===== src/hw/rtl/bvs_pkg.sv =====
`timescale 1ns / 1ps
`default_nettype none

package bvs_pkg;

	localparam int MAX_LEN   = 64;
	localparam int BYTE_W    = 8;
	localparam int IDX_W     = $clog2(MAX_LEN);
	localparam int CNT_W     = IDX_W + 1;
	// one remainder step per dividend bit, with a leading bit for 256
	localparam int DIV_STEPS = BYTE_W + 1;
	localparam int STEP_W    = $clog2(DIV_STEPS + 1);

	localparam logic MODE_LOAD = 1'b0;
	localparam logic MODE_RAND = 1'b1;

	typedef struct packed {
		logic load;      // store element at the fill count
		logic arm;       // set the swap position from the fill count
		logic div_start; // latch random byte, start remainder unit
		logic rd_i;      // read element at swap position
		logic rd_j;      // read element at partner, hold element i
		logic wr_i;      // element i takes element j
		logic wr_j;      // element j takes held element i, step down
		logic em_rd;     // read element for emission
		logic em_ld;     // move element into the output register
	} bvs_cmd_t;

	typedef struct packed {
		logic single;    // vector has one element once this load lands
		logic div_done;
		logic reject;
		logic pos_is_1;
		logic out_free;
		logic em_last;
	} bvs_stat_t;

endpackage

`default_nettype wire


===== src/hw/rtl/bvs_if.sv =====
`timescale 1ns / 1ps
`default_nettype none

interface bvs_in_if;
	import bvs_pkg::*;
	logic              valid;
	logic              ready;
	logic              mode;
	logic [BYTE_W-1:0] value;
	logic              last;

	modport source (output valid, output mode, output value, output last, input ready);
	modport sink (input valid, input mode, input value, input last, output ready);
endinterface

interface bvs_out_if;
	import bvs_pkg::*;
	logic              valid;
	logic              ready;
	logic [BYTE_W-1:0] out_value;
	logic              out_last;

	modport source (output valid, output out_value, output out_last, input ready);
	modport sink (input valid, input out_value, input out_last, output ready);
endinterface

`default_nettype wire


===== src/hw/rtl/bvs_ram.sv =====
`timescale 1ns / 1ps
`default_nettype none

module bvs_ram #(
	parameter int WIDTH = 8,
	parameter int DEPTH = 64
) (
	input  wire logic                     clk,
	input  wire logic                     we,
	input  wire logic [$clog2(DEPTH)-1:0] waddr,
	input  wire logic [WIDTH-1:0]         wdata,
	input  wire logic [$clog2(DEPTH)-1:0] raddr,
	output logic      [WIDTH-1:0]         rdata
);

	logic [WIDTH-1:0] mem [DEPTH];

	always_ff @(posedge clk) begin
		if (we) begin
			mem[waddr] <= wdata;
		end
		rdata <= mem[raddr];
	end

endmodule

`default_nettype wire


===== src/hw/rtl/bvs_ctrl.sv =====
`timescale 1ns / 1ps
`default_nettype none

module bvs_ctrl import bvs_pkg::*; (
	input  wire logic      clk,
	input  wire logic      arst_n,
	input  wire logic      in_valid,
	input  wire logic      mode,
	input  wire logic      last,
	input  wire bvs_stat_t stat,
	output logic           in_ready,
	output bvs_cmd_t       cmd
);

	localparam logic [3:0] S_LOAD  = 4'd0;
	localparam logic [3:0] S_SHUF  = 4'd1;
	localparam logic [3:0] S_DIV   = 4'd2;
	localparam logic [3:0] S_RD_I  = 4'd3;
	localparam logic [3:0] S_RD_J  = 4'd4;
	localparam logic [3:0] S_WR_I  = 4'd5;
	localparam logic [3:0] S_WR_J  = 4'd6;
	localparam logic [3:0] S_EM_RD = 4'd7;
	localparam logic [3:0] S_EM_LD = 4'd8;

	logic [3:0] state_q;
	logic [3:0] state_d;
	logic       take;

	assign in_ready = (state_q == S_LOAD) || (state_q == S_SHUF);
	assign take     = in_valid && in_ready;

	always_comb begin
		state_d = state_q;
		cmd     = '0;
		unique case (state_q)
			S_LOAD: begin
				if (take && mode == MODE_LOAD) begin
					cmd.load = 1'b1;
					if (last) begin
						if (stat.single) begin
							state_d = S_EM_RD;
						end else begin
							cmd.arm = 1'b1;
							state_d = S_SHUF;
						end
					end
				end
			end
			S_SHUF: begin
				if (take && mode == MODE_RAND) begin
					cmd.div_start = 1'b1;
					state_d       = S_DIV;
				end
			end
			S_DIV: begin
				if (stat.div_done) begin
					state_d = stat.reject ? S_SHUF : S_RD_I;
				end
			end
			S_RD_I: begin
				cmd.rd_i = 1'b1;
				state_d  = S_RD_J;
			end
			S_RD_J: begin
				cmd.rd_j = 1'b1;
				state_d  = S_WR_I;
			end
			S_WR_I: begin
				cmd.wr_i = 1'b1;
				state_d  = S_WR_J;
			end
			S_WR_J: begin
				cmd.wr_j = 1'b1;
				state_d  = stat.pos_is_1 ? S_EM_RD : S_SHUF;
			end
			S_EM_RD: begin
				cmd.em_rd = 1'b1;
				state_d   = S_EM_LD;
			end
			S_EM_LD: begin
				// hold the read address until the output register frees up
				cmd.em_rd = 1'b1;
				if (stat.out_free) begin
					cmd.em_ld = 1'b1;
					state_d   = stat.em_last ? S_LOAD : S_EM_RD;
				end
			end
			default: begin
				state_d = S_LOAD;
			end
		endcase
	end

	always_ff @(posedge clk or negedge arst_n) begin
		if (!arst_n) begin
			state_q <= S_LOAD;
		end else begin
			state_q <= state_d;
		end
	end

endmodule

`default_nettype wire


===== src/hw/rtl/bvs_dp.sv =====
`timescale 1ns / 1ps
`default_nettype none

module bvs_dp import bvs_pkg::*; (
	input  wire logic              clk,
	input  wire logic              arst_n,
	input  wire bvs_cmd_t          cmd,
	input  wire logic [BYTE_W-1:0] value,
	output bvs_stat_t              stat,
	output logic                   out_valid,
	input  wire logic              out_ready,
	output logic      [BYTE_W-1:0] out_value,
	output logic                   out_last
);

	logic [CNT_W-1:0]  count_q;
	logic [IDX_W-1:0]  pos_q;
	logic [IDX_W-1:0]  k_q;
	logic [STEP_W-1:0] step_q;
	logic [BYTE_W-1:0] val_q;
	logic [BYTE_W:0]   sh_q;
	logic [CNT_W-1:0]  ra_q;
	logic [CNT_W-1:0]  rb_q;
	logic [BYTE_W-1:0] tmp_q;
	logic              out_valid_q;
	logic [BYTE_W-1:0] out_value_q;
	logic              out_last_q;

	logic              full;
	logic [IDX_W-1:0]  pos_arm;
	logic [CNT_W-1:0]  m;
	logic [CNT_W:0]    ta;
	logic [CNT_W:0]    tb;
	logic [CNT_W-1:0]  ra_n;
	logic [CNT_W-1:0]  rb_n;
	logic [BYTE_W:0]   rej_sum;
	logic [IDX_W-1:0]  j;
	logic              em_last;
	logic              out_free;

	logic              we;
	logic [IDX_W-1:0]  waddr;
	logic [BYTE_W-1:0] wdata;
	logic [IDX_W-1:0]  raddr;
	logic [BYTE_W-1:0] rdata;

	assign full    = (count_q == CNT_W'(MAX_LEN));
	assign pos_arm = full ? IDX_W'(MAX_LEN - 1) : count_q[IDX_W-1:0];
	assign m       = {1'b0, pos_q} + CNT_W'(1);

	// parallel restoring remainder steps: random byte mod m, and 256 mod m
	assign ta   = {ra_q, sh_q[BYTE_W]};
	assign tb   = {rb_q, (step_q == '0)};
	assign ra_n = (ta >= {1'b0, m}) ? CNT_W'(ta - {1'b0, m}) : ta[CNT_W-1:0];
	assign rb_n = (tb >= {1'b0, m}) ? CNT_W'(tb - {1'b0, m}) : tb[CNT_W-1:0];

	// reject when r >= 256 - (256 mod m)
	assign rej_sum = {1'b0, val_q} + (BYTE_W + 1)'(rb_q);
	assign j       = ra_q[IDX_W-1:0];

	assign em_last  = ({1'b0, k_q} == count_q - CNT_W'(1));
	assign out_free = !out_valid_q || out_ready;

	assign stat.single   = (count_q == '0);
	assign stat.div_done = (step_q == STEP_W'(DIV_STEPS));
	assign stat.reject   = rej_sum[BYTE_W];
	assign stat.pos_is_1 = (pos_q == IDX_W'(1));
	assign stat.out_free = out_free;
	assign stat.em_last  = em_last;

	always_comb begin
		we    = (cmd.load && !full) || cmd.wr_i || cmd.wr_j;
		waddr = j;
		wdata = tmp_q;
		if (cmd.load) begin
			waddr = count_q[IDX_W-1:0];
			wdata = value;
		end else if (cmd.wr_i) begin
			waddr = pos_q;
			wdata = rdata;
		end
	end

	always_comb begin
		priority if (cmd.rd_j) begin
			raddr = j;
		end else if (cmd.em_rd) begin
			raddr = k_q;
		end else begin
			raddr = pos_q;
		end
	end

	bvs_ram #(
		.WIDTH(BYTE_W),
		.DEPTH(MAX_LEN)
	) u_store (
		.clk   (clk),
		.we    (we),
		.waddr (waddr),
		.wdata (wdata),
		.raddr (raddr),
		.rdata (rdata)
	);

	always_ff @(posedge clk or negedge arst_n) begin
		if (!arst_n) begin
			count_q     <= '0;
			pos_q       <= '0;
			k_q         <= '0;
			step_q      <= STEP_W'(DIV_STEPS);
			out_valid_q <= 1'b0;
		end else begin
			if (cmd.load && !full) begin
				count_q <= count_q + CNT_W'(1);
			end
			if (cmd.arm) begin
				pos_q <= pos_arm;
			end else if (cmd.wr_j) begin
				pos_q <= pos_q - IDX_W'(1);
			end
			if (cmd.div_start) begin
				step_q <= '0;
			end else if (!stat.div_done) begin
				step_q <= step_q + STEP_W'(1);
			end
			if (cmd.em_ld) begin
				if (em_last) begin
					count_q <= '0;
					k_q     <= '0;
				end else begin
					k_q <= k_q + IDX_W'(1);
				end
			end
			if (cmd.em_ld) begin
				out_valid_q <= 1'b1;
			end else if (out_ready) begin
				out_valid_q <= 1'b0;
			end
		end
	end

	always_ff @(posedge clk) begin
		if (cmd.div_start) begin
			val_q <= value;
			sh_q  <= {1'b0, value};
			ra_q  <= '0;
			rb_q  <= '0;
		end else if (!stat.div_done) begin
			sh_q <= {sh_q[BYTE_W-1:0], 1'b0};
			ra_q <= ra_n;
			rb_q <= rb_n;
		end
		if (cmd.rd_j) begin
			tmp_q <= rdata;
		end
		if (cmd.em_ld) begin
			out_value_q <= rdata;
			out_last_q  <= em_last;
		end
	end

	assign out_valid = out_valid_q;
	assign out_value = out_value_q;
	assign out_last  = out_last_q;

endmodule

`default_nettype wire


===== src/hw/rtl/byte_vector_shuffle.sv =====
// Byte vector shuffle: loads a vector of up to 64 bytes, then shuffles it in
// place with one random byte per step and emits it in stored order.
// Input channel din: mode 0 carries an element, last closes the vector;
// mode 1 carries a random byte. Elements that arrive while shuffling and
// random bytes that arrive while loading are taken and dropped.
// A random byte first passes the bit-serial remainder unit (byte mod (i+1)
// and 256 mod (i+1) in parallel), then the swap through the element RAM's
// one read port: read i, read j, write i, write j.
// A rejected byte returns after the remainder unit alone.
// After the last swap, or on a one-element vector, the elements leave on
// dout one at a time, read from the RAM, then loaded into the output register;
// din is not ready until the final word is in the output register, which
// lets din go on while it waits; a stalled dout holds the emission in place.
// Reset empties the vector and returns to loading; the RAM is not cleared.
`timescale 1ns / 1ps
`default_nettype none

module byte_vector_shuffle import bvs_pkg::*; (
	input wire logic clk,
	input wire logic arst_n,
	bvs_in_if.sink   din,
	bvs_out_if.source dout
);

	bvs_cmd_t  cmd;
	bvs_stat_t stat;

	bvs_ctrl u_ctrl (
		.clk      (clk),
		.arst_n   (arst_n),
		.in_valid (din.valid),
		.mode     (din.mode),
		.last     (din.last),
		.stat     (stat),
		.in_ready (din.ready),
		.cmd      (cmd)
	);

	bvs_dp u_dp (
		.clk       (clk),
		.arst_n    (arst_n),
		.cmd       (cmd),
		.value     (din.value),
		.stat      (stat),
		.out_valid (dout.valid),
		.out_ready (dout.ready),
		.out_value (dout.out_value),
		.out_last  (dout.out_last)
	);

endmodule

`default_nettype wire

===== src/flat_wrapper.sv =====
// flat-port wrapper written by rule: the top's interface ports become plain ports
module byte_vector_shuffle_flat import bvs_pkg::*;
  (clk, arst_n, din_valid, din_mode, din_value, din_last, din_ready, dout_valid, dout_out_value, dout_out_last, dout_ready);
  bvs_in_if din_i ();
  bvs_out_if dout_i ();
  input wire logic clk;
  input wire logic arst_n;
  input wire logic [$bits(din_i.valid)-1:0] din_valid;
  input wire logic [$bits(din_i.mode)-1:0] din_mode;
  input wire logic [$bits(din_i.value)-1:0] din_value;
  input wire logic [$bits(din_i.last)-1:0] din_last;
  output wire logic [$bits(din_i.ready)-1:0] din_ready;
  output wire logic [$bits(dout_i.valid)-1:0] dout_valid;
  output wire logic [$bits(dout_i.out_value)-1:0] dout_out_value;
  output wire logic [$bits(dout_i.out_last)-1:0] dout_out_last;
  input wire logic [$bits(dout_i.ready)-1:0] dout_ready;
  assign din_i.valid = din_valid;
  assign din_i.mode = din_mode;
  assign din_i.value = din_value;
  assign din_i.last = din_last;
  assign din_ready = din_i.ready;
  assign dout_valid = dout_i.valid;
  assign dout_out_value = dout_i.out_value;
  assign dout_out_last = dout_i.out_last;
  assign dout_i.ready = dout_ready;
  byte_vector_shuffle u_core (.clk(clk), .arst_n(arst_n), .din(din_i), .dout(dout_i));
endmodule

===== config.mk =====
export PLATFORM = sky130hd
export DESIGN_NAME = byte_vector_shuffle_flat
export DESIGN_NICKNAME = d
export VERILOG_FILES = /design/src/hw/rtl/bvs_pkg.sv /design/src/hw/rtl/bvs_if.sv /design/src/hw/rtl/bvs_ram.sv /design/src/hw/rtl/bvs_ctrl.sv /design/src/hw/rtl/bvs_dp.sv /design/src/hw/rtl/byte_vector_shuffle.sv /design/src/flat_wrapper.sv
export SDC_FILE = /design/constraint.sdc
export NUM_CORES = 1
export LEC_CHECK = 0
export BUFFER_PORTS_ARGS = -buffer_cell sky130_fd_sc_hd__buf_2
export CAP_MARGIN = 20
export CORE_UTILIZATION = 45
export CTS_BUF_LIST = sky130_fd_sc_hd__clkbuf_2
export DETAILED_ROUTE_END_ITERATION = 7
export PLACE_DENSITY = 0.62
export SYNTH_ARGS = -nofsm -noshare
export SYNTH_HDL_FRONTEND = slang
export SYNTH_SLANG_ARGS = --single-unit

===== constraint.sdc =====
create_clock -name clk -period 4.7 [get_ports clk]
set_clock_uncertainty 0.2 [all_clocks]
set_input_delay 0.47 -clock clk [delete_from_list [all_inputs] [get_ports clk]]
set_output_delay 0.47 -clock clk [all_outputs]
set_load 0.1 [all_outputs]

; Yosys cells after proc, flatten, opt, wreduce, memory -nomap -nowiden
; Memory sizes are Yosys's and may differ from the RTL's. A register that Yosys moved wholly into a read port is not among the register bits.
; Cells that the tools add are included.
[totals]
out_inout_bits = 11
reg_bits = 76
ram_bits = 512
in_bits = 14
wordCells = 107
memories = 1
[classes]
bitwise_logic = 1
n_lt_le_gt_ge = 2
muxes = 45
eq_ne = 18
reduce_logical = 17
add_sub_neg = 9
[mem_list]
columns = memory, depth, word_bits, rd, rd_ports_with_merged_regs, write_ports, line_no
row1 = u_core.u_dp.u_store.mem, 64, 8, 1, 1, 1, bvs_ram.sv:16  ; logic [WIDTH-1:0] mem [DEPTH];
[op_table]
columns = cell, count
row1 = 2-to-1 mux 6 bit, 8
row2 = case mux 4 bit (9 select lines), 1
row3 = 2-to-1 mux 7 bit, 5
row4 = 2-to-1 mux 8 bit, 4
row5 = 2-to-1 mux 4 bit, 7
row6 = "equality test 4 x 3 -> 1 bit, second input constant", 4
row7 = >= comparator 8 x 7 -> 1 bit, 2
row8 = 2-to-1 mux 1 bit, 14
row9 = subtractor 7 bit, 2
row10 = adder 8 x 7 -> 9 bit, 1
row11 = 2-to-1 mux 3 bit, 3
row12 = "equality test 4 x 2 -> 1 bit, second input constant", 2
row13 = "equality test 4 bit, second input constant", 2
row14 = zero test 4 bit, 2
row15 = "inequality test 2 x 1 -> 1 bit, second input constant", 4
row16 = "adder 6 x 1 -> 7 bit, second input constant", 1
row17 = "adder 7 x 1 -> 7 bit, second input constant", 1
row18 = equality test 6 x 7 -> 1 bit, 1
row19 = "equality test 7 bit, second input constant", 1
row20 = zero test 7 bit, 1
row21 = "subtractor 7 x 1 -> 7 bit, second input constant", 1
row22 = "adder 6 x 1 -> 6 bit, second input constant", 1
row23 = "equality test 6 x 1 -> 1 bit, second input constant", 1
row24 = 2-to-1 mux 2 bit, 3
row25 = 11 further kinds, 20

; Logic depth before layout (Yosys ltp)
[depth]
depth_word = 11
ltp_mapped = 14
ltp_nobuf = 14

; Modules after synthesis
; Synthesis repeated with hierarchy kept, for this count alone.
[unflattened]
cells_unflattened = 1450
area_unflattened_um2 = 25054.0
[by_module_without_submodules]
columns = module, area_per_inst_um2, seq_area_each_um2, cells_per_inst, n_inst
row1 = bvs_ram, 20166.8, 15534.9, 940, 1
row2 = bvs_dp, 4471.8, 1894.3, 456, 1
row3 = bvs_ctrl, 415.4, 100.1, 54, 1

; Worst setup path before layout
; No wires, ideal clock.
[synth_timing]
path_type = reg2reg
start = reg u_core.u_ctrl.state_q[0]
end = mem u_core.u_dp.u_store.mem[0][0] (data pin)
n_path_buf = 4
setup_slack_ns = -0.237
arrival_time_ns = 4.035
setup_ns = 0.702
period_less_slack_ns = 4.937
stages_incl_launch_ff = 9
t_required_ns = 3.798
cell_sequence = dfrtp_1 buf_4 buf_2 nor2b_1 nor2b_1 buf_2 buf_4 mux2i_1 o21ai_0
[synth_between]
elab_chain_cells = 7
word_cells_on_any_way = 11
classes_between = 2 x eq/ne / 5 x mux / 4 x reduce/logical
[synth_rtl]
columns = item, line_no
row1 = "start, declared", bvs_ctrl.sv:25  ; logic [3:0] state_q;
row2 = "start signal, assigned", bvs_ctrl.sv:98  ; state_q <= state_d;
row3 = equality test 4 x 1 -> 1 bit / zero test 4 bit (equally long branches), "bvs_ctrl.sv:29, bvs_ctrl.sv:35"
row4 = logical OR 1 bit, bvs_ctrl.sv:29  ; assign in_ready = (state_q == S_LOAD) || (state_q == S_SHUF);
row5 = logical AND 1 bit, bvs_ctrl.sv:30  ; assign take = in_valid && in_ready;
row6 = logical AND 1 bit, bvs_ctrl.sv:37  ; if (take && mode == MODE_LOAD) begin
row7 = 2-to-1 mux 2 bit, bvs_ctrl.sv:37
row8 = 2-to-1 mux 2 bit, bvs_ctrl.sv:35  ; unique case (state_q)
row9 = 2-to-1 mux 8 bit (*), bvs_dp.sv:75  ; if (cmd.load) begin
row10 = named net u_core.u_dp.u_store.wdata[0], bvs_ram.sv:11  ; input wire logic [WIDTH-1:0] wdata,
row11 = "end, declared", bvs_ram.sv:16
; Mark *: on every way through the listed nets, which the timed path passes. The rest lies on a longest branch.

; Final worst setup path
[layout_timing]
start = reg u_core.u_ctrl.state_q[0]
end = reg u_core.u_dp.u_store.rdata[1] (read register of u_core.u_dp.u_store.mem)
[layout_between]
elab_chain_cells = 5
word_cells_on_any_way = 8
classes_between = 3 x eq/ne / 4 x mux / 1 x reduce/logical
[layout_rtl]
columns = item, line_no
row1 = equality test 4 bit / equality test 4 x 3 -> 1 bit (equally long branches), bvs_ctrl.sv:35
row2 = OR reduction 2 bit (no line), --
row3 = 2-to-1 mux 1 bit, bvs_ctrl.sv:35
row4 = 2-to-1 mux 6 bit, bvs_dp.sv:87  ; end else if (cmd.em_rd) begin
row5 = 2-to-1 mux 6 bit (*), bvs_dp.sv:85  ; priority if (cmd.rd_j) begin
row6 = "end, declared", bvs_ram.sv:13  ; output logic [WIDTH-1:0] rdata
; Mark *: on every way between the ends. The rest lies on a longest branch, timed or not.
; A chain may end at the register's enable or synchronous reset.

==> reports/summary.md <==
## Synthesis
- 67.9% — share of synthesized area occupied by flip-flops and latches
- 596 — synthesized flop and latch total
- 545 — number of flops mapped to enable cells by yosys
- edfxtp_1 — post-synth top area cell
- 63.4% — share of the synthesized area in the top cell type
- 9.15% — compound-cell area share of the yosys netlist
- 1.09% — xor/xnor share of the synthesized area
- 4.45% — multiplexer share of the synthesized area
- 2019 — Post-Syn Nets
- 84 — number of distinct standard cells referenced by the synthesized netlist
- edfxtp_1 — primary flip-flop cell chosen by synthesis mapping
- 4.70% — proportion of register bits with asynchronous set or reset after synthesis
- 25800 sq um — Netlist Area Pre-Place
- 13.1 sq um — Post-Syn Area per Cell
- 0 — Syn. warnings
- simple AND/OR/NAND/NOR gates — main combinational cell family by area after synthesis
- 1.61% — synthesized-area fraction occupied by adder cells
- 13.0% — share of synthesized cell area in and, or, nand and nor gates
- edfxtp_1 (63%), nand2_1 (5.4%), mux2i_1 (3.8%), dfrtp_1 (2.5%), nor2_1 (2.0%) — largest cells by area after synthesis
- 1973 — Cells after Synth

## Clocking
- 90 ps — Clock transition at path regs
- 0 — post-cts repair resize count
- 596 — total number of clock tree sinks
- 1340 ps — Clock Latency Late Sink
- built — CTS tree
- 3 — maximum clock path buffer count
- 4 — H-Tree Level Count
- clkbuf_2 — root cell of the clock tree
- 149 — Num CTS Buffers

## Setup path
- 260 ps — worst reg2reg setup slack
- 55 — maximum fanout count along the critical path
- 5670 ps — required arrival time at the worst endpoint
- 10 — cells on worst reg2reg path
- 5410 ps — CP arrival
- u_core.u_ctrl.state_q[0] — critical register-to-register path startpoint
- register — Setup crit end kind
- u_core.u_dp.u_store.rdata[1] — capture point of the worst reg-to-reg path
- u_core.u_ctrl.state_q[0] — Worst setup startpoint
- reg -> reg — Critical Setup Path Class
- register — nature of the critical path startpoint

## Floorplan
- 58400 sq um — Total Die Area
- 56500 sq um — Std-Cell Core Area
- 242 microns — die outline height
- 87 — # rows
- 25 — number of top-level pins
- 242 microns — floorplan die width
- 45.7% — effective utilization at floorplan

## Final layout
- 4830 — FILL cells
- 12.6% — area grow syn2layout
- 51.5% — utilization of the core after routing
- edfxtp_1 — most common cell after layout, fill and taps aside
- 29100 sq um — finished layout cell area
- 18.4% — fraction of layout cells with a size suffix above 1
- 17500 sq um — area taken by flip-flops and latches
- edfxtp_1 (545), nand2_1 (371), clkbuf_2 (215) — commonest cells after routing, fill and taps aside
- 7690 sq um — total area of multi-input combinational cells
- 2233 — Total Nets Final

## Routing
- 6 — Initial DRT Pass Iterations
- 5.70 — Vias per Instance
- 70100 microns — Final Routed Wirelength
- 0 — # DRC
- 1715 — count of routing violations after the opening detailed-route iteration
- 23.0 microns — wire length per cell after detailed routing
- 17400 — Vias
- 0 — count of nets left with antenna violations after detail routing

## Hold path
- din_valid — Worst Hold Launch
- in -> reg — worst min-delay path category
- 7 — worst hold path cell count
- u_core.u_dp.count_q[4] — Hold EP

## STA
- 0.225 GHz — highest clock rate
- no — unrepaired setup endpoints after global routing
- 0 — final number of setup-violating endpoints
- 0 — Pins Over Slew Limit
- 212 ps — tightest hold margin
- 4440 ps — minimum clock period
- 0 ps — TNS Setup
- 31.0% — relative slew slack
- 94.5% — post-route clock period utilization
- 1030 ps — slew at the pin closest to its max-slew limit
- 0 — Final Hold Violating Endpoints

## Power and ir drop
- 25.0% — clock share of power
- 9.14 mW — Internal Dissipation
- 28.4% — part of the power in combinational logic
- 14.0 mW — post-route total power
- 34.6% — switching share of power
- 46.5% — Reg power frac
- 4.83 mW — reported net switching power
- 480 nW/um^2 — P per Cell Area
- 10.7 nW — Lkg Pwr
- 0.000368 V — Peak supply drop

## Run
- 0 — reported max-cap violation count

## Placement
- 27400 sq um — post-placement cell area
- 44900 microns — Detailed Place HPWL
- 24 — buffers added on ports
- 0.916 — gp weighted congestion

## GRT
- 1 — number of antenna violations at the first check in global routing
- 17400 — vias in the first global route
- 106000 microns — wire length of the first global-routing pass
- 65 — pin count of the biggest net entering global routing
- 0 — leftover overflow at the end of global routing
- 24.4% — GR Util All Layers

## Status
- finished clean — result of the run

==> how the worst max path moves through the flow <==
stage	endpoint	slack, ps	depth (start not counted)
floorplan	u_core.u_dp.u_store.mem[0][5]	860	8
global placement	u_core.u_dp.u_store.rdata[5]	540	9
detailed placement	u_core.u_dp.u_store.rdata[5]	470	8
CTS	u_core.u_dp.u_store.rdata[1]	410	10
global route	u_core.u_dp.u_store.rdata[1]	110	10
finish	u_core.u_dp.u_store.rdata[1]	260	10
==> metal layers <==
metal	global-route usage (%)	part of all wire, %	vias up
met5	0	0	-
met4	10.1	2.8	0
met3	5.52	7.5	113
met2	37.6	47	719
met1	33.3	43	8611
li1	-	-	7954
==> sequential cells by signal, indices dropped and copies added, names as in the netlist <==
name / cells
u_core.u_dp.u_store.mem: 512
u_core.u_dp.sh_q: 9
u_core.u_dp.out_value: 8
u_core.u_dp.tmp_q: 8
u_core.u_dp.u_store.rdata: 8
u_core.u_dp.val_q: 8
u_core.u_dp.count_q: 7
u_core.u_dp.ra_q: 7
u_core.u_dp.rb_q: 7
u_core.u_dp.k_q: 6
u_core.u_dp.pos_q: 6
u_core.u_ctrl.state_q: 4
u_core.u_dp.step_q: 4
u_core.u_dp.out_last: 1
u_core.u_dp.out_valid: 1
==> final cells by class <==
type	instances	share of cell area [%]
Sequential cell	596	60.3
Multi-Input combinational cell	1248	26.4
Timing Repair Buffer	169	5.03
Clock buffer	215	3.70
Tap cell	756	3.25
Clock inverter	42	0.938
Inverter	23	0.340
Antenna cell	3	0.0258
==> per-stage QoR <==
step                      worst slack (ps)  cells
final                                  257   3052
after detailed placement               469   2761
after global routing                   106   3050
after global placement                 538   2761
after floorplan                        860   1973
after CTS                              408   3048
==> synthesized netlist by cell type (all sizes together) (4+ instances only) <==
master	count
dfrtp	26
a21boi	4
a21oi	83
and2	6
nor2b	7
xnor2	22
or2	5
xor2	10
o21bai	4
nor3	15
nand2	373
o221ai	11
a31oi	5
dfxtp	23
and3	39
a221oi	13
nor2	136
o21ai	47
clkbuf	27
edfxtp	545
o22a	5
ha	30
mux2i	99
a22oi	13
o21a	5
nand3	84
a211oi	24
buf	79
a21o	15
inv	22
nand2b	10
a32o	20
a41oi	9
and4	4
o211ai	13
nor4	22
o31ai	4
nand4	17
nand3b	4
mux2	14
a311oi	25
o22ai	13
==> cells by family after synthesis <==
| logic type | Yosys count |
|---|---|
| compound gates | 332 |
| xor+xnor | 32 |
| fa+ha+maj | 32 |
| buf+inv | 129 |
| flops | 596 |
| mux | 113 |
| simple gates | 739 |
==> worst max-delay path: stages, from the launching register on <==
cell	delay, ps
dfrtp_1	800
or4b_1	530
a21oi_4	120
nor3_4	800
buf_12	360
buf_4	250
a21oi_1	50
a32o_1	220
a22oi_1	230
a41oi_1	240
nor4_1	410
==> power by group through the flow <==
stage | Clock (mW) | Sequential, mW | Combinational, mW
6_report | 3.50 | 6.50 | 3.97
4_1_cts | 3.59 | 6.50 | 3.94
3_5_place_dp | 0 | 6.62 | 3.89
3_3_place_gp | 0 | 6.62 | 3.82
5_1_grt | 3.86 | 6.53 | 4.33
2_1_floorplan | 0 | 6.48 | 2.81
==> what timing repair did <==
item,in CTS,in global routing
endpoints found under the hold margin,675,0
hold buffers,30,0
buffers inserted,0,0
No activity file was read; power rests on OpenSTA's default activity.
